===== src/rtl/core/mco_pkg.sv =====
// Shared types, widths and helper functions for the mipmap chain offset block.
// Used by every module in rtl/core; depends on nothing else.
`default_nettype none
package mco_pkg;

    localparam int DIM_W   = 13;
    localparam int PROD_W  = 2 * DIM_W;
    localparam int BYTE_W  = 27;
    localparam int Q_W     = 5;
    localparam int LVL_W   = 4;
    localparam int FMT_W   = 4;
    localparam int REQ_W   = 5;
    localparam int IDX_W   = 2;

    localparam logic [IDX_W-1:0] REG_PIXEL_FORMAT     = 2'd0;
    localparam logic [IDX_W-1:0] REG_BASE_WIDTH       = 2'd1;
    localparam logic [IDX_W-1:0] REG_BASE_HEIGHT      = 2'd2;
    localparam logic [IDX_W-1:0] REG_REQUESTED_LEVELS = 2'd3;

    localparam logic [FMT_W-1:0] FMT_L8      = 4'd0;
    localparam logic [FMT_W-1:0] FMT_L8A8    = 4'd1;
    localparam logic [FMT_W-1:0] FMT_RGB     = 4'd2;
    localparam logic [FMT_W-1:0] FMT_RGBA    = 4'd3;
    localparam logic [FMT_W-1:0] FMT_BGR     = 4'd4;
    localparam logic [FMT_W-1:0] FMT_BGRA    = 4'd5;
    localparam logic [FMT_W-1:0] FMT_YUV420P = 4'd6;
    localparam logic [FMT_W-1:0] FMT_CMP4    = 4'd7;
    localparam logic [FMT_W-1:0] FMT_CMP2    = 4'd8;
    localparam logic [FMT_W-1:0] FMT_CMP4A   = 4'd9;
    localparam logic [FMT_W-1:0] FMT_CMP2A   = 4'd10;

    typedef struct packed {
        logic init;
        logic step;
        logic fin;
        logic inv;
    } mco_ctl_t;

    function automatic logic [Q_W-1:0] quarter_bytes(input logic [FMT_W-1:0] fmt);
        logic [Q_W-1:0] q;
        case (fmt)
            FMT_L8:      q = 5'd4;
            FMT_L8A8:    q = 5'd8;
            FMT_RGB:     q = 5'd12;
            FMT_RGBA:    q = 5'd16;
            FMT_BGR:     q = 5'd12;
            FMT_BGRA:    q = 5'd16;
            FMT_YUV420P: q = 5'd6;
            FMT_CMP4:    q = 5'd2;
            FMT_CMP2:    q = 5'd1;
            FMT_CMP4A:   q = 5'd2;
            FMT_CMP2A:   q = 5'd1;
            default:     q = 5'd0;
        endcase
        return q;
    endfunction

    // Bytes of one level from its pixel count: ceil(pixels * q / 4).
    function automatic logic [BYTE_W-1:0] level_bytes(input logic [PROD_W-1:0] pix,
                                                      input logic [Q_W-1:0] q);
        logic [31:0] full;
        full = ({6'd0, pix} * {27'd0, q}) + 32'd3;
        return full[BYTE_W+1:2];
    endfunction

endpackage
`default_nettype wire


===== src/rtl/core/mipmap_chain_offset.sv =====
// Top level of the mipmap chain offset block: configuration registers, level
// count and format checks, output register. Uses mco_pkg, mco_ctrl, mco_datapath.
//
// Configuration must be written through cfg_we, cfg_index and cfg_wdata only
// while the block is idle, which the block does not check: index 0 pixel format,
// 1 base width, 2 base height, 3 requested level count (two's complement,
// negative means all levels). Each word on the s_axis channel names one mip
// level. The block answers with one word on the m_axis channel carrying the
// level's byte offset, size in pixels, size in bytes and the effective level
// count; tuser carries the level-invalid and config-invalid flags.
// A query for level L steps through levels 0 to L, one per cycle, in the shared
// width-by-height multiplier and offset adder, and then finishes. A level above
// the count skips the steps and goes straight to the finish. s_axis_tready is
// high only while the sequencer is idle, so the next query is taken in the
// cycle after the finish at the earliest.
// The result waits in an output register; a new query is taken while it
// waits, but finishes only once the receiver takes the old result.
// Reset clears all handshakes and loads the register defaults.
`default_nettype none
module mipmap_chain_offset #(
    parameter int MAX_DIM_LOG2 = 12
) (
    input  wire logic        clk,
    input  wire logic        rst_n,
    input  wire logic        cfg_we,
    input  wire logic [1:0]  cfg_index,
    input  wire logic [12:0] cfg_wdata,
    input  wire logic        s_axis_tvalid,
    output logic             s_axis_tready,
    input  wire logic [7:0]  s_axis_tdata,  // level[3:0], zero pad
    output logic             m_axis_tvalid,
    input  wire logic        m_axis_tready,
    // byte_offset[26:0], level_width[39:27], level_height[52:40],
    // level_bytes[79:53], level_count[83:80], zero pad
    output logic [87:0]      m_axis_tdata,
    output logic [1:0]       m_axis_tuser   // level_invalid[0], config_invalid[1]
);

    localparam longint DIM_LIM = 64'd1 << MAX_DIM_LOG2;

    logic [mco_pkg::FMT_W-1:0] fmt_reg;
    logic [mco_pkg::DIM_W-1:0] bw_reg, bh_reg;
    logic [mco_pkg::REQ_W-1:0] req_reg;

    logic [mco_pkg::DIM_W-1:0] eff_w, eff_h, wh_or;
    logic [mco_pkg::LVL_W-1:0] maxlev, count;
    logic                      cfg_bad;
    logic [mco_pkg::Q_W-1:0]   q;

    mco_pkg::mco_ctl_t          ctl;
    logic [mco_pkg::BYTE_W-1:0] dp_off, dp_bytes;
    logic [mco_pkg::DIM_W-1:0]  dp_w, dp_h;

    logic                       ovalid_reg;
    logic [mco_pkg::BYTE_W-1:0] o_off_reg, o_bytes_reg;
    logic [mco_pkg::DIM_W-1:0]  o_w_reg, o_h_reg;
    logic [mco_pkg::LVL_W-1:0]  o_cnt_reg;
    logic                       o_linv_reg, o_cinv_reg;

    always_ff @(posedge clk or negedge rst_n)
    begin
        if (!rst_n)
        begin
            fmt_reg <= mco_pkg::FMT_L8;
            bw_reg  <= 13'd1;
            bh_reg  <= 13'd1;
            req_reg <= 5'h1F;
        end
        else if (cfg_we)
        begin
            case (cfg_index)
                mco_pkg::REG_PIXEL_FORMAT:     fmt_reg <= cfg_wdata[3:0];
                mco_pkg::REG_BASE_WIDTH:       bw_reg  <= cfg_wdata;
                mco_pkg::REG_BASE_HEIGHT:      bh_reg  <= cfg_wdata;
                mco_pkg::REG_REQUESTED_LEVELS: req_reg <= cfg_wdata[4:0];
                default:                       fmt_reg <= fmt_reg;
            endcase
        end
    end

    always_comb
    begin
        if (bw_reg == '0)
            eff_w = 13'd1;
        else if (64'(bw_reg) > DIM_LIM)
            eff_w = mco_pkg::DIM_W'(DIM_LIM);
        else
            eff_w = bw_reg;
        if (bh_reg == '0)
            eff_h = 13'd1;
        else if (64'(bh_reg) > DIM_LIM)
            eff_h = mco_pkg::DIM_W'(DIM_LIM);
        else
            eff_h = bh_reg;
    end

    assign wh_or = eff_w | eff_h;

    always_comb
    begin
        maxlev = '0;
        for (int i = 0; i < mco_pkg::DIM_W; i++)
        begin
            if (wh_or[i])
                maxlev = mco_pkg::LVL_W'(i);
        end
    end

    always_comb
    begin
        if (req_reg[4])
            count = maxlev;
        else if (req_reg[3:0] > maxlev)
            count = maxlev;
        else
            count = req_reg[3:0];
    end

    assign cfg_bad = (fmt_reg == mco_pkg::FMT_YUV420P) &&
                     (eff_w[0] || eff_h[0] || (eff_w < 13'd4) || (eff_h < 13'd4));
    assign q = mco_pkg::quarter_bytes(fmt_reg);

    mco_ctrl u_ctrl (
        .clk      (clk),
        .rst_n    (rst_n),
        .in_valid (s_axis_tvalid),
        .level    (s_axis_tdata[3:0]),
        .count    (count),
        .out_busy (ovalid_reg && !m_axis_tready),
        .in_ready (s_axis_tready),
        .ctl      (ctl)
    );

    mco_datapath u_datapath (
        .clk       (clk),
        .rst_n     (rst_n),
        .ctl       (ctl),
        .dim_w     (eff_w),
        .dim_h     (eff_h),
        .q         (q),
        .offset    (dp_off),
        .lvl_w     (dp_w),
        .lvl_h     (dp_h),
        .lvl_bytes (dp_bytes)
    );

    always_ff @(posedge clk or negedge rst_n)
    begin
        if (!rst_n)
            ovalid_reg <= 1'b0;
        else if (ctl.fin)
            ovalid_reg <= 1'b1;
        else if (m_axis_tready)
            ovalid_reg <= 1'b0;
    end

    always_ff @(posedge clk)
    begin
        if (ctl.fin)
        begin
            o_off_reg   <= ctl.inv ? '0 : dp_off;
            o_w_reg     <= ctl.inv ? '0 : dp_w;
            o_h_reg     <= ctl.inv ? '0 : dp_h;
            o_bytes_reg <= ctl.inv ? '0 : dp_bytes;
            o_cnt_reg   <= count;
            o_linv_reg  <= ctl.inv;
            o_cinv_reg  <= cfg_bad;
        end
    end

    assign m_axis_tvalid = ovalid_reg;
    assign m_axis_tdata  = {4'd0, o_cnt_reg, o_bytes_reg, o_h_reg, o_w_reg, o_off_reg};
    assign m_axis_tuser  = {o_cinv_reg, o_linv_reg};

endmodule
`default_nettype wire


===== src/rtl/core/mco_ctrl.sv =====
// Sequencer of the mipmap chain offset block: walks the levels one per cycle.
// Depends on mco_pkg.
`default_nettype none
module mco_ctrl (
    input  wire logic                      clk,
    input  wire logic                      rst_n,
    input  wire logic                      in_valid,
    input  wire logic [mco_pkg::LVL_W-1:0] level,
    input  wire logic [mco_pkg::LVL_W-1:0] count,
    input  wire logic                      out_busy,
    output logic                           in_ready,
    output mco_pkg::mco_ctl_t              ctl
);

    localparam logic [1:0] ST_IDLE  = 2'd0;
    localparam logic [1:0] ST_RUN   = 2'd1;
    localparam logic [1:0] ST_DRAIN = 2'd2;

    logic [1:0]                 state_reg, state_next;
    logic [mco_pkg::LVL_W-1:0]  idx_reg, idx_next;
    logic [mco_pkg::LVL_W-1:0]  level_reg, level_next;
    logic                       inv_reg, inv_next;

    always_comb
    begin
        state_next = state_reg;
        idx_next   = idx_reg;
        level_next = level_reg;
        inv_next   = inv_reg;
        in_ready   = 1'b0;
        ctl        = '0;
        ctl.inv    = inv_reg;
        case (state_reg)
            ST_IDLE:
            begin
                in_ready = 1'b1;
                if (in_valid)
                begin
                    ctl.init   = 1'b1;
                    idx_next   = '0;
                    level_next = level;
                    inv_next   = (level > count);
                    state_next = (level > count) ? ST_DRAIN : ST_RUN;
                end
            end
            ST_RUN:
            begin
                ctl.step = 1'b1;
                idx_next = idx_reg + 4'd1;
                if (idx_reg == level_reg)
                begin
                    state_next = ST_DRAIN;
                end
            end
            ST_DRAIN:
            begin
                if (!out_busy)
                begin
                    ctl.fin    = 1'b1;
                    state_next = ST_IDLE;
                end
            end
            default:
            begin
                state_next = ST_IDLE;
            end
        endcase
    end

    always_ff @(posedge clk or negedge rst_n)
    begin
        if (!rst_n)
        begin
            state_reg <= ST_IDLE;
            idx_reg   <= '0;
            level_reg <= '0;
            inv_reg   <= 1'b0;
        end
        else
        begin
            state_reg <= state_next;
            idx_reg   <= idx_next;
            level_reg <= level_next;
            inv_reg   <= inv_next;
        end
    end

endmodule
`default_nettype wire


===== src/rtl/core/mco_datapath.sv =====
// Shared multiply and accumulate unit: one level's pixel count per step,
// its bytes added to the offset on the next step. Depends on mco_pkg.
`default_nettype none
module mco_datapath (
    input  wire logic                       clk,
    input  wire logic                       rst_n,
    input  wire mco_pkg::mco_ctl_t          ctl,
    input  wire logic [mco_pkg::DIM_W-1:0]  dim_w,
    input  wire logic [mco_pkg::DIM_W-1:0]  dim_h,
    input  wire logic [mco_pkg::Q_W-1:0]    q,
    output logic [mco_pkg::BYTE_W-1:0]      offset,
    output logic [mco_pkg::DIM_W-1:0]       lvl_w,
    output logic [mco_pkg::DIM_W-1:0]       lvl_h,
    output logic [mco_pkg::BYTE_W-1:0]      lvl_bytes
);

    logic [mco_pkg::DIM_W-1:0]  cw_reg, ch_reg;
    logic [mco_pkg::DIM_W-1:0]  pw_reg, ph_reg;
    logic [mco_pkg::PROD_W-1:0] prod_reg;
    logic [mco_pkg::BYTE_W-1:0] off_reg;
    logic                       pv_reg;
    logic [mco_pkg::BYTE_W-1:0] prev_bytes;

    assign prev_bytes = mco_pkg::level_bytes(prod_reg, q);

    always_ff @(posedge clk or negedge rst_n)
    begin
        if (!rst_n)
        begin
            pv_reg <= 1'b0;
        end
        else if (ctl.init)
        begin
            pv_reg <= 1'b0;
        end
        else if (ctl.step)
        begin
            pv_reg <= 1'b1;
        end
    end

    always_ff @(posedge clk)
    begin
        if (ctl.init)
        begin
            cw_reg  <= dim_w;
            ch_reg  <= dim_h;
            off_reg <= '0;
        end
        else if (ctl.step)
        begin
            prod_reg <= {{mco_pkg::DIM_W{1'b0}}, cw_reg} * {{mco_pkg::DIM_W{1'b0}}, ch_reg};
            pw_reg   <= cw_reg;
            ph_reg   <= ch_reg;
            cw_reg   <= (cw_reg == 13'd1) ? cw_reg : (cw_reg >> 1);
            ch_reg   <= (ch_reg == 13'd1) ? ch_reg : (ch_reg >> 1);
            if (pv_reg)
            begin
                off_reg <= off_reg + prev_bytes;
            end
        end
    end

    assign offset    = off_reg;
    assign lvl_w     = pw_reg;
    assign lvl_h     = ph_reg;
    assign lvl_bytes = prev_bytes;

endmodule
`default_nettype wire


===== config.mk =====
export PLATFORM = sky130hd
export DESIGN_NAME = mipmap_chain_offset
export DESIGN_NICKNAME = d
export VERILOG_FILES = /design/src/rtl/core/mco_pkg.sv /design/src/rtl/core/mipmap_chain_offset.sv /design/src/rtl/core/mco_ctrl.sv /design/src/rtl/core/mco_datapath.sv
export SDC_FILE = /design/constraint.sdc
export NUM_CORES = 1
export LEC_CHECK = 0
export ABC_CLOCK_PERIOD_IN_PS = 9150
export BUFFER_PORTS_ARGS = -buffer_cell sky130_fd_sc_hd__buf_4
export CAP_MARGIN = 20
export CORE_UTILIZATION = 35
export DETAILED_ROUTE_END_ITERATION = 16
export PLACE_DENSITY = 0.6
export SLEW_MARGIN = 20
export SYNTH_ARGS = -nofsm -noshare
export SYNTH_HDL_FRONTEND = slang
export SYNTH_HIERARCHICAL = 1
export SYNTH_SLANG_ARGS = --single-unit

===== constraint.sdc =====
create_clock -name clk -period 9.15 [get_ports clk]
set_clock_uncertainty 0.1 [all_clocks]
set_input_delay 0.915 -clock clk [delete_from_list [all_inputs] [get_ports clk]]
set_output_delay 0.915 -clock clk [all_outputs]
set_load 0.05 [all_outputs]

## Word-level counts from Yosys, hierarchy flattened

Memories as Yosys holds them, arrays and structs flattened.
Cells that the tools add are included.

| word-level totals | value |
|---|---|
| output and inout port bits | 92 |
| latch bits | 0 |
| RAM bits | 0 |
| bits in registers | 239 |
| memories | 1 |
| ROM bits | 80 |

| operators by class | value |
|---|---|
| eq/ne operators | 14 |
| mux-type cells | 41 |
| div/mod/pow operators | 0 |
| magnitude comparators | 6 |
| shift operators | 0 |
| bitwise gates (word level) | 2 |
| reductions and logical operators | 24 |
| multipliers | 2 |
| add/sub/neg operators | 3 |

Memories:

| memory | words | width | rd ports | clocked after Yosys merged registers in | write ports | line | source |
|---|---|---|---|---|---|---|---|
| (name not given) | 16 | 5 | 1 | 0 | 0 | mco_pkg.sv:41 | `case (fmt)` |

Operator list:

| cell | count |
|---|---|
| two-way mux 13 bit | 10 |
| two-way mux 4 bit | 14 |
| adder 29 x 2 -> 29 bit (second input constant) | 1 |
| multiplier 26 x 5 -> 29 bit | 1 |
| adder 27 bit | 1 |
| == test 13 x 1 -> 1 bit (second input constant) | 2 |
| greater-than comparator 13 bit (second input constant) | 2 |
| logical NOT 13 bit | 2 |
| < comparator 13 x 3 -> 1 bit (second input constant) | 2 |
| multiplier 13 x 13 -> 26 bit | 1 |
| AND reduction 2 bit | 10 |
| OR 13 bit | 1 |
| two-way mux 1 bit | 11 |
| greater-than comparator 4 bit | 2 |
| two-way mux 2 bit | 4 |
| inequality test 2 bit (second input constant) | 4 |
| case mux 4 bit (2 select lines) | 1 |
| == test 2 bit (second input constant) | 3 |
| case mux 2 bit (3 select lines) | 1 |
| nonzero test 2 bit | 3 |
| adder 4 x 1 -> 4 bit (second input constant) | 1 |
| == test 2 x 1 -> 1 bit (second input constant) | 2 |
| == test 4 x 3 -> 1 bit (second input constant) | 1 |
| == test 4 bit | 1 |
| 7 further kinds | 11 |

## Longest topological paths before layout

| depth | value |
|---|---|
| depth after elaboration | 23 |
| gate-level depth with buffers | 33 |
| mapped depth without buffers | 31 |

## Modules after synthesis

Netlist, hierarchy kept.

By module, submodules not included:

| module | seq. area each (sq um) | area an instance (sq um) | cells each | times used |
|---|---|---|---|---|
| mco_datapath | 2907.8 | 14184.9 | 1495 | 1 |
| mipmap_chain_offset | 3492.1 | 5262.5 | 384 | 1 |
| mco_ctrl | 275.3 | 650.6 | 67 | 1 |

## Worst setup path after synthesis

Ideal clock, no wire load.

| path | value |
|---|---|
| kind | input -> register |
| from | input port m_axis_tready |
| to | register ovalid_reg (netlist: m_axis_tvalid) |
| path slack | 1.093 ns |
| data required time | 8.948 ns |
| arrival | 7.855 ns |
| cell stages on the path | 3 |
| library setup time | 0.102 ns |
| path through | nor2b_1 > nor3b_1 > or2_2 |

RTL lines:

| item | line | source |
|---|---|---|
| start, declared | mipmap_chain_offset.sv:32 | `input wire logic m_axis_tready,` |
| end signal, assigned | mipmap_chain_offset.sv:150 | `ovalid_reg <= 1'b0;` |
| end signal, assigned | mipmap_chain_offset.sv:152 | `ovalid_reg <= 1'b1;` |
| end signal, assigned | mipmap_chain_offset.sv:154 | `ovalid_reg <= 1'b0;` |
| end, declared | mipmap_chain_offset.sv:54 | `logic ovalid_reg;` |

## Final worst setup path

| path | value |
|---|---|
| from | register fmt_reg[0] (netlist bit) |
| to | register u_datapath.off_reg (netlist bit u_datapath/offset[26]) |

| between the ends | value |
|---|---|
| cells in the longest elaborated chain, start to end | 4 |

RTL lines:

| item | line | source |
|---|---|---|
| start, declared | mipmap_chain_offset.sv:41 | `logic [mco_pkg::FMT_W-1:0] fmt_reg;` |
| start signal, assigned | mipmap_chain_offset.sv:64 | `fmt_reg <= mco_pkg::FMT_L8;` |
| start signal, assigned | mipmap_chain_offset.sv:72 | `mco_pkg::REG_PIXEL_FORMAT: fmt_reg <= cfg_wdata[3:0];` |
| start signal, assigned | mipmap_chain_offset.sv:76 | `default: fmt_reg <= fmt_reg;` |
| memory (16 x 5 bit) | -- |  |
| net q (one bit) | mipmap_chain_offset.sv:48 | `logic [mco_pkg::Q_W-1:0] q;` |
| multiplier 26 x 5 -> 29 bit | mco_pkg.sv:62 | `full = ({6'd0, pix} * {27'd0, q}) + 32'd3;` |
| adder 29 x 2 -> 29 bit | mco_pkg.sv:62 |  |
| net dp_bytes (one bit) | mipmap_chain_offset.sv:51 | `logic [mco_pkg::BYTE_W-1:0] dp_off, dp_bytes;` |
| adder 27 bit | mco_datapath.sv:59 | `off_reg <= off_reg + prev_bytes;` |
| end signal, assigned | mco_datapath.sv:59 |  |
| end, declared | mco_datapath.sv:20 | `logic [mco_pkg::BYTE_W-1:0] off_reg;` |

The timed path passes the listed nets, and every way through them passes these cells.
A chain may end at the register's enable or synchronous reset.

==> impl_metrics.toml <==
[global_routing]
antenna_found_initial = 0
grt_pass1_wl_microns = 78800
overflow = 0
grt_max_degree = 69
grt_pass1_vias = 14630
grt.total_usage = 0.1659

[floorplan]
initial_core_util = 0.3551
rows = 87
die_w_microns = 241.6
fp.coreArea_sq_mm = 0.05660
io_pins = 120
die_y_microns = 241.6
die_area_sq_mm = 0.05839

[routing]
drtIter0Drc = 746
drc_errors = 0
ant_nets = 0
firstDrtPassIters = 5
via_per_inst = 5.019
wirelength_microns = 47590
post_drt_wl_per_cell_microns = 16.98
vias = 14070

[placed_design]
place_ws_ns = 1.266
hpwl_microns = 35940
gp_congestion = 0.9120
place_area_sq_mm = 0.02167
io_buffers = 111

[critical_path]
cpMaxStageDelayCell = "a211oi_2"
critical_path_arrival_ns = 8.25
max_stage_delay_ns = 0.77
start_kind = "flop"
critPathRequiredTime_ns = 9.53
crit_path_end_kind = "flop"
cp_num_buf_inv = 3
critPathTopFamily = "compound AO/OA/AOI/OAI gates"
criticalPathCategory = "flop to flop"
crit_fanout = 10

[clocking]
cts_made_buffers = 27
ctsHoldBuffers = 0
cts_tree = "done"
clkLatencyLatePin_ns = 0.56
cts_resized = 0
post-cts-setup-buffers = 0
numClockSinks = 239
root_buffer = "clkbuf_16"
clk_path_buf_depth = 3
h-tree-depth = 1
clkTransAtPathRegs_ns = 0.07

[logic_synthesis]
syn_area_sq_mm = 0.02010
yosysSeqAreaShare = 0.3321
synth_top_cells_by_area = "edfxtp_1 (25%), fa_1 (19%), ha_1 (9.1%)"
yosysUniqueCellTypes = 83
netlist_instances = 1946
yosys_warnings = 6
ys_seq_elements = 239
syn_area_per_cell_sq_um = 10.33
synth_common_cells = "nand2_1 (237), inv_1 (220), fa_1 (193)"
yosysTopAreaCellShare = 0.2450
async_reset_ff_frac = 0.2008
synth_edf_count = 164
synth_top_area_cell = "edfxtp_1"
synthMostInstantiatedCell = "nand2_1"
synth_ff_type = "edfxtp_1"

[sta]
finalHoldWorstSlack_ns = 0.2711
hold_violations = 0
setup_ws_ns = 1.274
post-route-period-util = 0.8608
report.final.slew_viol_count = 0
setup_tns_ns = 0
fmax_ghz = 0.1270
slew_headroom = 0.3391
rsz0062_at_grt = "no"
finalSetupViolCount = 0
worst_slew_pin_slew_ns = 0.9913
min_period_ns = 7.876

[flow_run]
max-cap-violations = 0

[outcome]
status = "completed"

[cells_and_area]
drive_gt1_frac = 0.1299
diodes = 0
area_growth_pct = 12.29
finish.instance_area_sq_mm = 0.02257
layout.nets = 2393
nFillCells = 5542

[worst_hold_path]
hp-class = "input port to asynchronous set/reset pin"
## final timing paths
kind | slack (ns) | to | cells past startpoint | startpoint
max | 1.27 | u_datapath/offset[26]$_SDFFE_PP0P_ | 27 | fmt_reg[0]$_DFFE_PN0P_
min | 0.27 | bw_reg[6]$_DFFE_PN0P_ | 1 | rst_n
max reg2reg | 1.27 | u_datapath/offset[26]$_SDFFE_PP0P_ | 27 | fmt_reg[0]$_DFFE_PN0P_
min reg2reg | 0.38 | u_datapath/offset[6]$_SDFFE_PP0P_ | 2 | u_datapath/offset[6]$_SDFFE_PP0P_
max in group asynchronous | 8.20 | u_ctrl/inv_reg$_DFFE_PN0P_ | 1 | rst_n
min in group clk | 0.38 | u_datapath/offset[6]$_SDFFE_PP0P_ | 2 | u_datapath/offset[6]$_SDFFE_PP0P_
## placed cells by master (no fill, tap or decap), types with 6 or more instances in the layout
cell type	netlist	final
inv_1	220	220
edfxtp_1	164	164
o21bai_1	8	8
nor3_1	17	17
nand3_1	18	18
nand2b_1	10	10
a21oi_1	76	76
xnor2_1	43	43
nor2b_1	107	106
dfxtp_1	27	27
mux2_2	58	58
nor4_1	8	8
and3_1	8	8
and2_1	157	157
or4_1	6	6
o22ai_1	7	7
a21o_1	23	23
buf_4	9	122
clkbuf_16	0	27
nor2_1	74	74
ha_1	146	146
dfrtp_1	41	40
nand3b_1	10	10
nor3b_1	8	6
o21ai_0	39	38
nand2_1	237	236
xor2_1	25	25
dfstp_2	7	7
a211oi_1	15	14
o21a_1	18	18
fa_1	193	193
o211ai_1	6	6
## through the flow
stage               cells  utilization
finish               2803       0.3987
global route         2803       0.3987
CTS                  2802       0.3985
detailed placement   2752       0.3829
global placement     2752       0.3829
floorplan            1949            -
## metal layers
layer | vias up | track usage | routed length [microns]
met5 | - | 0 | 0
met2 | 349 | 0.2828 | 22950
li1 | 6611 | - | -
met3 | 64 | 0.02320 | 2188
met4 | 0 | 0.03410 | 882
met1 | 7045 | 0.2238 | 21570
## logic make-up after synthesis
group / Yosys count / share of synthesized area
compound gates: 252 / 0.08467
xor+xnor: 68 / 0.02963
fa+ha+maj: 339 / 0.2831
buf+inv: 296 / 0.05740
flops: 239 / 0.3321
mux: 61 / 0.03399
other cells: 1 / 0.0001866
simple gates: 690 / 0.1789
## final cells by class
cell class	count	area, sq um	area share
clock buffer	29	683.2	0.03027
sequential	239	6676	0.2958
timing repair buffer	122	915.9	0.04058
clock inverter	21	202.7	0.008982
tap	756	945.9	0.04191
multi-input combinational	1414	12310	0.5453
inverter	222	838.3	0.03715
Power is left out: the tool's default activity adds up to more than one toggle a clock period on the data nets, which glitch-free logic cannot reach.
